File: config.mk
export PLATFORM = sky130hd
export DESIGN_NAME = murmur2a_text_hash_flat
export DESIGN_NICKNAME = d
export VERILOG_FILES = /design/src/rtl/mm2a_pkg.sv /design/src/rtl/mm2a_ifs.sv /design/src/rtl/mm2a_datapath.sv /design/src/rtl/mm2a_ctrl.sv /design/src/rtl/murmur2a_text_hash.sv /design/src/flat_wrapper.sv
export SDC_FILE = /design/constraint.sdc
export NUM_CORES = 1
export LEC_CHECK = 0
export BUFFER_PORTS_ARGS = -buffer_cell sky130_fd_sc_hd__buf_2
export CAP_MARGIN = 20
export CORE_MARGIN = 2
export CORE_UTILIZATION = 37
export DETAILED_ROUTE_END_ITERATION = 6
export HOLD_SLACK_MARGIN = 0.02
export PLACE_DENSITY = 0.53
export SYNTH_ARGS = -nofsm -noshare
export SYNTH_HDL_FRONTEND = slang
export SYNTH_SLANG_ARGS = --single-unit
export TNS_END_PERCENT = 10
File: constraint.sdc
create_clock -name clk -period 9.5 [get_ports clk]
set_input_delay 1.425 -clock clk [delete_from_list [all_inputs] [get_ports clk]]
set_output_delay 1.425 -clock clk [all_outputs]
set_load 0.005 [all_outputs]
File: src/rtl/mm2a_pkg.sv
`timescale 1ns / 1ps

package mm2a_pkg;

    localparam logic [31:0] MmMul      = 32'h5bd1e995;
    localparam int unsigned MmShift    = 24;
    localparam int unsigned FinShift1  = 13;
    localparam int unsigned FinShift2  = 15;
    localparam logic [31:0] SeedReset  = 32'd33;
    localparam logic [2:0]  FullCount  = 3'd4;

    // k register operation
    typedef enum logic [2:0] {
        K_HOLD = 3'd0,
        K_MUL  = 3'd1,   // k = k * M
        K_MIX  = 3'd2,   // k = (k ^ k >> 24) * M
        K_ZERO = 3'd3,   // k = 0 (empty tail after a full last word)
        K_LEN  = 3'd4    // k = byte length
    } k_op_t;

    typedef struct packed {
        logic  load;     // beat taken on the word channel
        logic  fresh;    // first beat of a string: start from seed, length 0
        k_op_t k_op;
        logic  h_mul;    // h = h * M ^ k
        logic  fin;      // h = (h ^ h >> 13) * M
        logic  emit;     // load output register
    } mm2a_cmd_t;

    typedef struct packed {
        logic last;      // payload of waiting beat: last flag
        logic full;      // payload of waiting beat: byte_count >= 4
        logic out_busy;  // output register holds a beat not yet taken
    } mm2a_status_t;

endpackage

File: src/rtl/mm2a_ifs.sv
`timescale 1ns / 1ps

interface mm2a_word_if;
    logic        valid;
    logic        ready;
    logic [31:0] data_word;
    logic [2:0]  byte_count;
    logic        last;

    modport source (output valid, data_word, byte_count, last, input ready);
    modport sink   (input valid, data_word, byte_count, last, output ready);
endinterface

interface mm2a_hash_if;
    logic        valid;
    logic        ready;
    logic [31:0] hash_value;

    modport source (output valid, hash_value, input ready);
    modport sink   (input valid, hash_value, output ready);
endinterface

interface mm2a_seed_if;
    logic        valid;
    logic        ready;
    logic [31:0] hash_seed;

    modport source (output valid, hash_seed, input ready);
    modport sink   (input valid, hash_seed, output ready);
endinterface

File: src/rtl/mm2a_datapath.sv
`timescale 1ns / 1ps

module mm2a_datapath (
    input  logic                  clk,
    input  logic                  rst_n,
    input  logic [31:0]           data_word,
    input  logic [2:0]            byte_count,
    input  logic                  last,
    input  logic                  seed_valid,
    output logic                  seed_ready,
    input  logic [31:0]           hash_seed,
    output logic                  out_valid,
    input  logic                  out_ready,
    output logic [31:0]           hash_value,
    input  mm2a_pkg::mm2a_cmd_t   cmd,
    output mm2a_pkg::mm2a_status_t st
);

    logic [31:0] seed_reg;
    logic [31:0] h_reg;
    logic [31:0] k_reg;
    logic [31:0] len_reg;
    logic [31:0] out_reg;
    logic        out_valid_reg;

    logic [2:0]  count_sat;
    logic [31:0] tail;
    logic [31:0] len_add;
    logic [31:0] mul_a;
    logic [31:0] prod;
    logic [31:0] h_fin;

    // saturate count; only meaningful on a last beat
    assign count_sat = (byte_count > mm2a_pkg::FullCount) ? mm2a_pkg::FullCount : byte_count;

    always_comb
    begin
        unique case (count_sat[1:0])
            2'd0:    tail = 32'h0000_0000;
            2'd1:    tail = {24'h000000, data_word[7:0]};
            2'd2:    tail = {16'h0000, data_word[15:0]};
            default: tail = {8'h00, data_word[23:0]};
        endcase
    end

    assign len_add = last ? {29'd0, count_sat} : 32'd4;

    // single shared multiplier by the mixing constant
    always_comb
    begin
        priority if (cmd.k_op == mm2a_pkg::K_MIX)
            mul_a = k_reg ^ (k_reg >> mm2a_pkg::MmShift);
        else if (cmd.h_mul)
            mul_a = h_reg;
        else if (cmd.fin)
            mul_a = h_reg ^ (h_reg >> mm2a_pkg::FinShift1);
        else
            mul_a = k_reg;
    end

    assign prod = mul_a * mm2a_pkg::MmMul;

    assign h_fin = h_reg ^ (h_reg >> mm2a_pkg::FinShift2);

    always_ff @(posedge clk or negedge rst_n)
    begin
        if (!rst_n)
            seed_reg <= mm2a_pkg::SeedReset;
        else if (seed_valid)
            seed_reg <= hash_seed;
    end

    always_ff @(posedge clk)
    begin
        if (cmd.load)
        begin
            h_reg   <= cmd.fresh ? seed_reg : h_reg;
            len_reg <= (cmd.fresh ? 32'd0 : len_reg) + len_add;
            k_reg   <= (last && !(count_sat == mm2a_pkg::FullCount)) ? tail : data_word;
        end
        else
        begin
            if (cmd.h_mul)
                h_reg <= prod ^ k_reg;
            else if (cmd.fin)
                h_reg <= prod;

            unique case (cmd.k_op)
                mm2a_pkg::K_MUL,
                mm2a_pkg::K_MIX:  k_reg <= prod;
                mm2a_pkg::K_ZERO: k_reg <= 32'd0;
                mm2a_pkg::K_LEN:  k_reg <= len_reg;
                default:          k_reg <= k_reg;
            endcase
        end

        if (cmd.emit)
            out_reg <= (h_fin == 32'd0) ? 32'd1 : h_fin;
    end

    always_ff @(posedge clk or negedge rst_n)
    begin
        if (!rst_n)
            out_valid_reg <= 1'b0;
        else if (cmd.emit)
            out_valid_reg <= 1'b1;
        else if (out_ready)
            out_valid_reg <= 1'b0;
    end

    assign seed_ready  = 1'b1;
    assign out_valid   = out_valid_reg;
    assign hash_value  = out_reg;

    assign st.last     = last;
    assign st.full     = (count_sat == mm2a_pkg::FullCount);
    assign st.out_busy = out_valid_reg && !out_ready;

endmodule

File: src/rtl/mm2a_ctrl.sv
`timescale 1ns / 1ps

module mm2a_ctrl (
    input  logic                   clk,
    input  logic                   rst_n,
    input  logic                   in_valid,
    output logic                   in_ready,
    input  mm2a_pkg::mm2a_status_t st,
    output mm2a_pkg::mm2a_cmd_t    cmd
);

    typedef enum logic [5:0] {
        ST_IDLE = 6'b000001,
        ST_K1   = 6'b000010,
        ST_K2   = 6'b000100,
        ST_HM   = 6'b001000,
        ST_FIN  = 6'b010000,
        ST_OUT  = 6'b100000
    } state_t;

    // which mix is running
    typedef enum logic [1:0] {
        PH_WORD  = 2'd0,
        PH_BLOCK = 2'd1,
        PH_TAIL  = 2'd2,
        PH_LEN   = 2'd3
    } phase_t;

    state_t state_reg, state_next;
    phase_t phase_reg, phase_next;
    logic   in_string_reg, in_string_next;

    always_comb
    begin
        state_next     = state_reg;
        phase_next     = phase_reg;
        in_string_next = in_string_reg;
        in_ready       = 1'b0;
        cmd            = '0;
        cmd.k_op       = mm2a_pkg::K_HOLD;

        unique case (state_reg)
            ST_IDLE:
            begin
                in_ready = 1'b1;
                if (in_valid)
                begin
                    cmd.load       = 1'b1;
                    cmd.fresh      = !in_string_reg;
                    in_string_next = 1'b1;
                    state_next     = ST_K1;
                    priority if (!st.last)
                        phase_next = PH_WORD;
                    else if (st.full)
                        phase_next = PH_BLOCK;
                    else
                        phase_next = PH_TAIL;
                end
            end
            ST_K1:
            begin
                cmd.k_op   = mm2a_pkg::K_MUL;
                state_next = ST_K2;
            end
            ST_K2:
            begin
                cmd.k_op   = mm2a_pkg::K_MIX;
                state_next = ST_HM;
            end
            ST_HM:
            begin
                cmd.h_mul = 1'b1;
                unique case (phase_reg)
                    PH_WORD:
                        state_next = ST_IDLE;
                    PH_BLOCK:
                    begin
                        cmd.k_op   = mm2a_pkg::K_ZERO;
                        phase_next = PH_TAIL;
                        state_next = ST_K1;
                    end
                    PH_TAIL:
                    begin
                        cmd.k_op   = mm2a_pkg::K_LEN;
                        phase_next = PH_LEN;
                        state_next = ST_K1;
                    end
                    default:
                        state_next = ST_FIN;
                endcase
            end
            ST_FIN:
            begin
                cmd.fin    = 1'b1;
                state_next = ST_OUT;
            end
            ST_OUT:
            begin
                if (!st.out_busy)
                begin
                    cmd.emit       = 1'b1;
                    in_string_next = 1'b0;
                    state_next     = ST_IDLE;
                end
            end
            default:
                state_next = ST_IDLE;
        endcase
    end

    always_ff @(posedge clk or negedge rst_n)
    begin
        if (!rst_n)
        begin
            state_reg     <= ST_IDLE;
            phase_reg     <= PH_WORD;
            in_string_reg <= 1'b0;
        end
        else
        begin
            state_reg     <= state_next;
            phase_reg     <= phase_next;
            in_string_reg <= in_string_next;
        end
    end

endmodule

File: src/rtl/murmur2a_text_hash.sv
`timescale 1ns / 1ps

// Channel   Role    Payload                              Beat
// word_ch   sink    data_word[31:0] byte_count[2:0] last one string word
// hash_ch   source  hash_value[31:0]                     finished hash
// seed_ch   sink    hash_seed[31:0]                      seed write
//
// A non-last word is taken in the idle state and then makes three passes through
// the one shared 32x32 multiplier (k*M, (k^k>>24)*M, h*M^k).
// A last word also mixes a zero tail (full word only) and the length, then
// finalises and may wait for hash_ch to drain its output register.
// rst_n is asynchronous: seed returns to 33, no string open, no hash pending.
// word_ch stalls while a word is being mixed or its hash waits for the output register; seed_ch never stalls.

module murmur2a_text_hash (
    input  logic          clk,
    input  logic          rst_n,
    mm2a_word_if.sink     word_ch,
    mm2a_hash_if.source   hash_ch,
    mm2a_seed_if.sink     seed_ch
);

    mm2a_pkg::mm2a_cmd_t    cmd;
    mm2a_pkg::mm2a_status_t st;

    // sequencer: one mix step per cycle, tracks block/tail/length phases
    mm2a_ctrl u_ctrl (
        .clk      (clk),
        .rst_n    (rst_n),
        .in_valid (word_ch.valid),
        .in_ready (word_ch.ready),
        .st       (st),
        .cmd      (cmd)
    );

    // hash, key and length registers, shared multiplier, output register
    mm2a_datapath u_datapath (
        .clk        (clk),
        .rst_n      (rst_n),
        .data_word  (word_ch.data_word),
        .byte_count (word_ch.byte_count),
        .last       (word_ch.last),
        .seed_valid (seed_ch.valid),
        .seed_ready (seed_ch.ready),
        .hash_seed  (seed_ch.hash_seed),
        .out_valid  (hash_ch.valid),
        .out_ready  (hash_ch.ready),
        .hash_value (hash_ch.hash_value),
        .cmd        (cmd),
        .st         (st)
    );

endmodule

File: src/flat_wrapper.sv
// flat-port wrapper written by rule: the top's interface ports become plain ports
module murmur2a_text_hash_flat 
  (clk, rst_n, word_ch_valid, word_ch_data_word, word_ch_byte_count, word_ch_last, word_ch_ready, hash_ch_valid, hash_ch_hash_value, hash_ch_ready, seed_ch_valid, seed_ch_hash_seed, seed_ch_ready);
  mm2a_word_if word_ch_i ();
  mm2a_hash_if hash_ch_i ();
  mm2a_seed_if seed_ch_i ();
  input  logic clk;
  input  logic rst_n;
  input wire logic [$bits(word_ch_i.valid)-1:0] word_ch_valid;
  input wire logic [$bits(word_ch_i.data_word)-1:0] word_ch_data_word;
  input wire logic [$bits(word_ch_i.byte_count)-1:0] word_ch_byte_count;
  input wire logic [$bits(word_ch_i.last)-1:0] word_ch_last;
  output wire logic [$bits(word_ch_i.ready)-1:0] word_ch_ready;
  output wire logic [$bits(hash_ch_i.valid)-1:0] hash_ch_valid;
  output wire logic [$bits(hash_ch_i.hash_value)-1:0] hash_ch_hash_value;
  input wire logic [$bits(hash_ch_i.ready)-1:0] hash_ch_ready;
  input wire logic [$bits(seed_ch_i.valid)-1:0] seed_ch_valid;
  input wire logic [$bits(seed_ch_i.hash_seed)-1:0] seed_ch_hash_seed;
  output wire logic [$bits(seed_ch_i.ready)-1:0] seed_ch_ready;
  assign word_ch_i.valid = word_ch_valid;
  assign word_ch_i.data_word = word_ch_data_word;
  assign word_ch_i.byte_count = word_ch_byte_count;
  assign word_ch_i.last = word_ch_last;
  assign word_ch_ready = word_ch_i.ready;
  assign hash_ch_valid = hash_ch_i.valid;
  assign hash_ch_hash_value = hash_ch_i.hash_value;
  assign hash_ch_i.ready = hash_ch_ready;
  assign seed_ch_i.valid = seed_ch_valid;
  assign seed_ch_i.hash_seed = seed_ch_hash_seed;
  assign seed_ch_ready = seed_ch_i.ready;
  murmur2a_text_hash u_core (.clk(clk), .rst_n(rst_n), .word_ch(word_ch_i), .hash_ch(hash_ch_i), .seed_ch(seed_ch_i));
endmodule
==> results of run 1 <==
==> routing by layer <==
metal | up-vias | part of all wire | global-route usage
met5 | - | 0 | 0
met2 | 397 | 0.45 | 0.340
met3 | 42 | 0.059 | 0.0260
met4 | 0 | 0.016 | 0.0424
met1 | 6167 | 0.47 | 0.322
li1 | 5833 | - | -
==> timing repair <==
action / in CTS / in global routing
pin swaps: 0 / 1
setup endpoints to repair: 1 / 4
buffers inserted: 0 / 3
gates resized for setup: 1 / 4
==> layout make-up <==
type                       instances  area, sq um
fill                            4524        27100
sequential                       170         4900
clock inverter                    15          174
clock buffer                      17          425
multi-input combinational       1142        11000
inverter                         381         1430
tap                              607          759
timing repair buffer             147          851
==> logic make-up (layout without fill, tap and decap cells) <==
logic type               after synthesis  in the layout  share of synthesized area
AO/OA/AOI/OAI                        194            194                     0.0711
buffers and inverters                438            560                     0.0949
adder cells (fa/ha/maj)              385            385                      0.348
flip-flops                           170            170                      0.280
other                                  1              1                   0.000215
XOR/XNOR                             184            184                     0.0934
multiplexers                          40             40                     0.0258
AND/OR/NAND/NOR                      338            338                     0.0865
==> synth_stat cells, types with 10 or more instances <==
cell      instances  area share
dfrtp_1          39       0.056
inv_1           381       0.082
a21oi_1          45       0.013
and3_1           11      0.0039
a21o_1           15      0.0064
nor2_1           85       0.018
nand3_1          22      0.0063
xnor2_1          89       0.045
mux2_2           34       0.022
edfxtp_1        128        0.22
nor2b_1          10      0.0036
o21ai_0          63       0.018
nand2_1         155       0.033
a222oi_1         13      0.0074
ha_1            213        0.15
xor2_1           93       0.047
clkbuf_1         46      0.0099
fa_1            169        0.19
or2_2            13      0.0047
a22oi_1          11      0.0047
nor4_1           10      0.0036
==> critical path: cells and delay by family, from the launching register on <==
kind,cells,cell delay (ps)
AOI/OAI and AO/OA,9,2160
muxes,1,80
buffers and inverters,6,600
adders and majority gates,9,3850
xor gates and xnor gates,2,570
and+or+nand+nor,4,1300
DFF,1,440
==> final timing paths <==
| kind | from | to | slack, ps | cells past startpoint |
|---|---|---|---|---|
| setup / recovery | u_core.u_ctrl.state_reg[4] | u_core.u_datapath.k_reg[30] | 230 | 31 |
| hold / removal | u_core.u_datapath.seed_reg[24] | u_core.u_datapath.seed_reg[24] | 520 | 1 |
| setup reg to reg | u_core.u_ctrl.state_reg[4] | u_core.u_datapath.k_reg[30] | 230 | 31 |
| hold reg to reg | u_core.u_datapath.seed_reg[24] | u_core.u_datapath.seed_reg[24] | 520 | 1 |
| max in group asynchronous | rst_n | u_core.u_datapath.seed_reg[0] | 8210 | 2 |
| min in group asynchronous | rst_n | u_core.u_datapath.seed_reg[30] | 790 | 1 |
==> per-stage QoR <==
step	setup WS (ps)	cells	util
after floorplan	1090	1750	-
after global placement	42.1	2443	0.405
after detailed placement	28.1	2443	0.405
after CTS	10.8	2475	0.418
after global routing	-9.12	2479	0.419
final	228	2479	0.419
==> results.yml, run 1 <==
cts:
  clkSinkCount: 170
  clkTransAtPathRegs_ps: 70
  cts_buffers: 17
  hold_buffers: 0
  cts_tree: "built"
  clockRootBuffer: "clkbuf_16"
  clockBufferDepth: 2
  clk_latency_ps: 440
  htreeDepth: 4
worst_setup_path:
  cp-end-kind: "flip-flop"
  slowest_stage: "or4_4"
  cp.arrival_ps: 9440
  start_kind: "flip-flop"
  path_class: "reg2reg"
  cp.required_ps: 9670
  cpMostUsedCell: "fa_1"
  cp_max_fo: 8
  max_stage_delay_ps: 620
finish:
  antenna_cells: 0
  layout-drive-gt1-share: 0.134
  syn_to_final_growth_pct: 11.6
  final_area_sq_um: 19500
  nNetsFinal: 2314
  final_common_cell: "inv_1"
  layout_common_cells: "379 x inv_1, 213 x ha_1, 169 x fa_1, 155 x nand2_1, 128 x edfxtp_1"
synth:
  synth_flop_cell: "edfxtp_1"
  synth_cell_type_count: 66
  syn_area_sq_um: 17500
  yosysSeqAreaShare: 0.280
  synth_nets: 2205
  avgSynthCellArea_sq_um: 9.99
  netlist_instances: 1750
  synth_seq_cells: 170
  ys_warn_count: 0
  synthArstFlopShare: 0.247
  synth_edf_count: 128
floorplan:
  die_h_um: 221
  die_w_um: 221
  fp-row-count: 79
  start_util: 0.375
  core-area_sq_um: 46600
  die-area_sq_um: 49000
  pin_count: 108
hold_path:
  hp-class: "reg2reg"
run_status:
  failed_checks: "design-rule violations"
  status: "finished with violations"
timing:
  final_max_slew_viol_count: 0
  period_share: 0.976
  tightest_slew_ps: 1140
  maxSlewHeadroom: 0.239
  min_period_ps: 9270
  setup-tns-final_ps: 0
  fmax_ghz: 0.108
  setup_viol: 0
  holdWs_ps: 515
  clock_skew_ps: 17.2
  finalHoldViolations: 0
place:
  io_buffers: 106
  gp_congestion: 0.907
  dp_hpwl_um: 43900
  place_area_sq_um: 18800
global_routing:
  grt_overflow: 0
  grt_use_total: 0.217
  grt_max_degree: 52
  grt_pass1_wl_um: 79400
  antenna_found_initial: 0
  grt_pass1_vias: 12617
routing:
  routedWlPerCell_um: 21.3
  drt_drc_violations_left: 1
  drt-pass1-iter-count: 7
  vias_per_cell: 5.02
  vias: 12439
  drt_iter0_drc: 1163
  ant_nets: 0
  finalWirelength_um: 52700
flow_run:
  timing.max_cap.violations: 0
Power of run 1 is left out: the tool's default activity adds up to more than one toggle a clock period on the data nets, which glitch-free logic cannot reach.
==> inputs of run 2 (changes only) <==
Settings changed: CORE_ASPECT_RATIO from default to 2.
==> run 2 against run 1 <==
Effect of this change: the flow now finishes without violations; die area up 0.22%; clock-buffer cell count unchanged; sequential share of layout area fell by 0.11 points; clock skew grew 2.6 ps.
==> results.yml, run 2 (same netlist as run 1, synthesis figures left out) <==
floorplan:
  die-area_sq_um: 49100
  fp-row-count: 112
  pin_count: 108
  core-area_sq_um: 46700
  die_w_um: 158
  die_h_um: 311
  start_util: 0.375
timing:
  setup_viol: 0
  rsz0062_at_grt: "no"
  final_max_slew_viol_count: 0
  fmax_ghz: 0.108
  clock_skew_ps: 19.8
  period_share: 0.972
  tightest_slew_ps: 1030
  finalHoldViolations: 0
  maxSlewHeadroom: 0.307
  min_period_ps: 9240
finish:
  n_fill_cell: 4584
  layout-drive-gt1-share: 0.138
  syn_to_final_growth_pct: 12.0
  nNetsFinal: 2320
  antenna_cells: 0
  layout_common_cells: "379 x inv_1, 213 x ha_1, 169 x fa_1, 155 x nand2_1, 128 x edfxtp_1"
  utilization: 0.420
  final_common_cell: "inv_1"
place:
  gp_congestion: 1.01
  io_buffers: 106
  dp_hpwl_um: 52100
flow_run:
  timing.max_cap.violations: 0
worst_setup_path:
  cpMostUsedCell: "fa_1"
  reg2reg_depth: 31
  cp_max_fo: 14
  cp_num_buf_inv: 6
  slowest_stage: "or4_4"
  reg2reg_setup_slack_ps: 260
  path_class: "reg2reg"
  cp-end-kind: "flip-flop"
  max_stage_delay_ps: 610
  crit_family: "adder cells"
  cp.arrival_ps: 9420
  crit_path_end: "u_core.u_datapath.k_reg[30]"
  r2r_start: "u_core.u_ctrl.state_reg[5]"
  cp.required_ps: 9690
  startpoint: "u_core.u_ctrl.state_reg[5]"
  start_kind: "flip-flop"
  crit_cells: 31
  r2r_end: "u_core.u_datapath.k_reg[30]"
global_routing:
  grt_pass1_wl_um: 90300
  grt_use_total: 0.261
  grt_overflow: 0
  grt_max_degree: 67
  antenna_found_initial: 0
  grt_pass1_vias: 13883
routing:
  ant_nets: 0
  drt_iter0_drc: 709
  drt-pass1-iter-count: 7
  drt_drc_violations_left: 0
  vias_per_cell: 5.06
  routedWlPerCell_um: 24.5
  vias: 12667
  finalWirelength_um: 61400
cts:
  clkTransAtPathRegs_ps: 70
  clockRootBuffer: "clkbuf_16"
  clockBufferDepth: 2
  cts_tree: "built"
  htreeDepth: 4
  clkSinkCount: 170
  cts_buffers: 17
  clk_latency_ps: 460
run_status:
  status: "finished, final reports clean"
hold_path:
  hp-class: "reg2reg"
run 2: cell count changes in the layout (fill, tap and decap cells not counted), sizes merged:
cell,previous run,this run
bufinv,0,1
clkinv,8,5
inv,387,388
buf,147,153
clkinvlp,1,2
run 2: what timing repair did:
action,4_1_cts,5_1_grt
setup endpoints to repair,3,7
resized for setup,2,8
buffers inserted,1,0
hold buffers,0,0
run 2: worst register-to-register path: cells and delay by family, from the launching register on:
family	cells	cell delay, ps
and+or+nand+nor	5	1870
DFF	1	450
adders and majority gates	9	3930
AOI/OAI and AO/OA	9	1740
buffers and inverters	6	640
xor gates and xnor gates	2	350
run 2: through the flow:
stage          cells  TNS [ps]  worst slack (ps)  area, sq um  hold WS, ps
5_1_grt         2505         0              22.3        19600          525
6_report        2505         0               263        19600          511
3_3_place_gp    2472      -183              -111        18900          491
3_5_place_dp    2472      -293              -154        18900          496
4_1_cts         2505         0              74.1        19500          514
2_1_floorplan   1750         0              1090        17500          480
run 2: worst min path at each step:
stage | from | to | slack [ps] | cells past startpoint
after floorplan | u_core.u_ctrl.in_string_reg | u_core.u_ctrl.in_string_reg | 480 | 2
after global placement | u_core.u_datapath.seed_reg[28] | u_core.u_datapath.seed_reg[28] | 490 | 1
after detailed placement | u_core.u_datapath.seed_reg[17] | u_core.u_datapath.seed_reg[17] | 500 | 1
after CTS | u_core.u_datapath.seed_reg[17] | u_core.u_datapath.seed_reg[17] | 510 | 1
after global routing | u_core.u_datapath.seed_reg[25] | u_core.u_datapath.seed_reg[25] | 530 | 1
final | u_core.u_datapath.seed_reg[17] | u_core.u_datapath.seed_reg[17] | 510 | 1
run 2: metal layers:
metal  part of all wire  track usage  vias up
met2               0.56        0.493      367
li1                   -            -     5845
met1               0.32        0.249     6296
met3              0.026       0.0207      159
met4               0.10        0.208        0
met5                  0            0        -
run 2: area by class of cell:
| type | instances | area, sq um | share of cell area |
|---|---|---|---|
| Clock buffer | 17 | 425 | 0.0217 |
| Clock inverter | 15 | 180 | 0.00920 |
| Inverter | 381 | 1430 | 0.0730 |
| Multi-Input combinational cell | 1142 | 11000 | 0.561 |
| Sequential cell | 170 | 4900 | 0.250 |
| Tap cell | 627 | 785 | 0.0401 |
| Timing Repair Buffer | 153 | 883 | 0.0451 |
Power of run 2 is left out for the same reason.
==> inputs of run 3 (changes only) <==
==> constraint.sdc (replaced) <==
create_clock -name clk -period 10.4 [get_ports clk]
set_input_delay 0.52 -clock clk [delete_from_list [all_inputs] [get_ports clk]]
set_output_delay 0.52 -clock clk [all_outputs]
set_load 0.005 [all_outputs]
==> run 3 against run 2 <==
Effect of this change: non-clock buffer count down 17; fmax down 6.4%; wire length down 0.25%; core utilization down 0.38 points; worst setup slack better by 270 ps; global-route usage down 0.072 points; design area down 0.90%; critical endpoint is now u_core.u_datapath.h_reg[31].
==> results.yml, run 3 (same netlist as run 1, synthesis figures left out) <==
run_status:
  status: "finished, final reports clean"
worst_setup_path:
  start_kind: "flip-flop"
  path_class: "reg2reg"
  r2r_end: "u_core.u_datapath.h_reg[31]"
  r2r_start: "u_core.u_ctrl.state_reg[4]"
  cp_num_buf_inv: 4
  reg2reg_depth: 30
  cp.arrival_ps: 10050
  slowest_stage: "or4_1"
  crit_cells: 30
  crit_family: "adder cells"
  max_stage_delay_ps: 710
  cp.required_ps: 10580
  reg2reg_setup_slack_ps: 540
  startpoint: "u_core.u_ctrl.state_reg[4]"
  cp-end-kind: "flip-flop"
  cp_max_fo: 17
  crit_path_end: "u_core.u_datapath.h_reg[31]"
  cpMostUsedCell: "fa_1"
timing:
  clock_skew_ps: 12.5
  final_max_slew_viol_count: 0
  fmax_ghz: 0.101
  tightest_slew_ps: 867
  period_share: 0.949
  finalHoldViolations: 0
  setup_viol: 0
  min_period_ps: 9860
  rsz0062_at_grt: "no"
  maxSlewHeadroom: 0.422
  setup-tns-final_ps: 0
routing:
  vias: 12668
  drt-pass1-iter-count: 5
  routedWlPerCell_um: 24.6
  vias_per_cell: 5.09
  drt_iter0_drc: 675
  drt_drc_violations_left: 0
  finalWirelength_um: 61200
  ant_nets: 0
hold_path:
  hp-class: "in2reg"
  hold-path-cell-count: 2
finish:
  syn_to_final_growth_pct: 11.0
  layout_common_cells: "380 x inv_1, 213 x ha_1, 169 x fa_1, 155 x nand2_1, 128 x edfxtp_1"
  utilization: 0.416
  ff_latch_area_sq_um: 4900
  final_common_cell: "inv_1"
  antenna_cells: 0
  layout-drive-gt1-share: 0.124
  nNetsFinal: 2303
  n_fill_cell: 4582
  multiInputGateArea_sq_um: 10900
place:
  dp_hpwl_um: 52100
  gp_congestion: 1.01
  io_buffers: 106
cts:
  cts_buffers: 17
  cts_tree: "built"
  hold_buffers: 0
  postCtsSetupRepairBufs: 0
  clkTransAtPathRegs_ps: 70
  clk_latency_ps: 450
  htreeDepth: 4
  clockBufferDepth: 2
  clockRootBuffer: "clkbuf_16"
  clkSinkCount: 170
  ctsResizeCount: 0
floorplan:
  fp-row-count: 112
  die_h_um: 311
  start_util: 0.375
  core-area_sq_um: 46700
  pin_count: 108
  die_w_um: 158
  die-area_sq_um: 49100
flow_run:
  timing.max_cap.violations: 0
global_routing:
  grt_use_total: 0.260
  antenna_found_initial: 0
  grt_pass1_wl_um: 90100
  grt_pass1_vias: 13775
  grt_overflow: 0
  grt_max_degree: 54
## run 3: layout make-up
type / instances / share of cell area
Sequential cell: 170 / 0.252
Inverter: 381 / 0.0737
Timing Repair Buffer: 136 / 0.0397
Clock inverter: 15 / 0.00819
Clock buffer: 17 / 0.0219
Multi-Input combinational cell: 1142 / 0.564
Tap cell: 627 / 0.0404
## run 3: how the worst min path moves through the flow
stage / end / from
final: u_core.u_datapath.seed_reg[8] / seed_ch_hash_seed[8]
after global placement: u_core.u_datapath.seed_reg[26] / u_core.u_datapath.seed_reg[26]
after detailed placement: u_core.u_datapath.seed_reg[21] / u_core.u_datapath.seed_reg[21]
after global routing: u_core.u_datapath.seed_reg[15] / seed_ch_hash_seed[15]
after floorplan: u_core.u_ctrl.in_string_reg / rst_n
after CTS: u_core.u_datapath.seed_reg[25] / rst_n
## run 3: worst register-to-register path: cells and delay by family, from the launching register on
kind / cells / cell delay [ps]
adder cells (fa/ha/maj): 9 / 3540
XOR/XNOR: 3 / 780
flip-flops: 1 / 430
AND/OR/NAND/NOR: 6 / 2440
buffers and inverters: 4 / 210
AO/OA/AOI/OAI: 8 / 2220
## run 3: per-stage QoR
stage                     hold WS [ps]  area (sq um)  instances  worst slack [ps]
final                              300         19400       2488               535
after detailed placement           499         18800       2454               661
after CTS                          264         19400       2486               616
after floorplan                    224         17500       1750              1990
after global routing               293         19400       2488               123
after global placement             492         18800       2454               773
## run 3: metal layers
metal	global-route usage	vias to the layer above	part of all wire
li1	-	5810	-
met1	0.246	6281	0.31
met2	0.488	399	0.56
met3	0.0259	178	0.028
met4	0.214	0	0.10
met5	0	-	0
Power of run 3 is left out for the same reason.
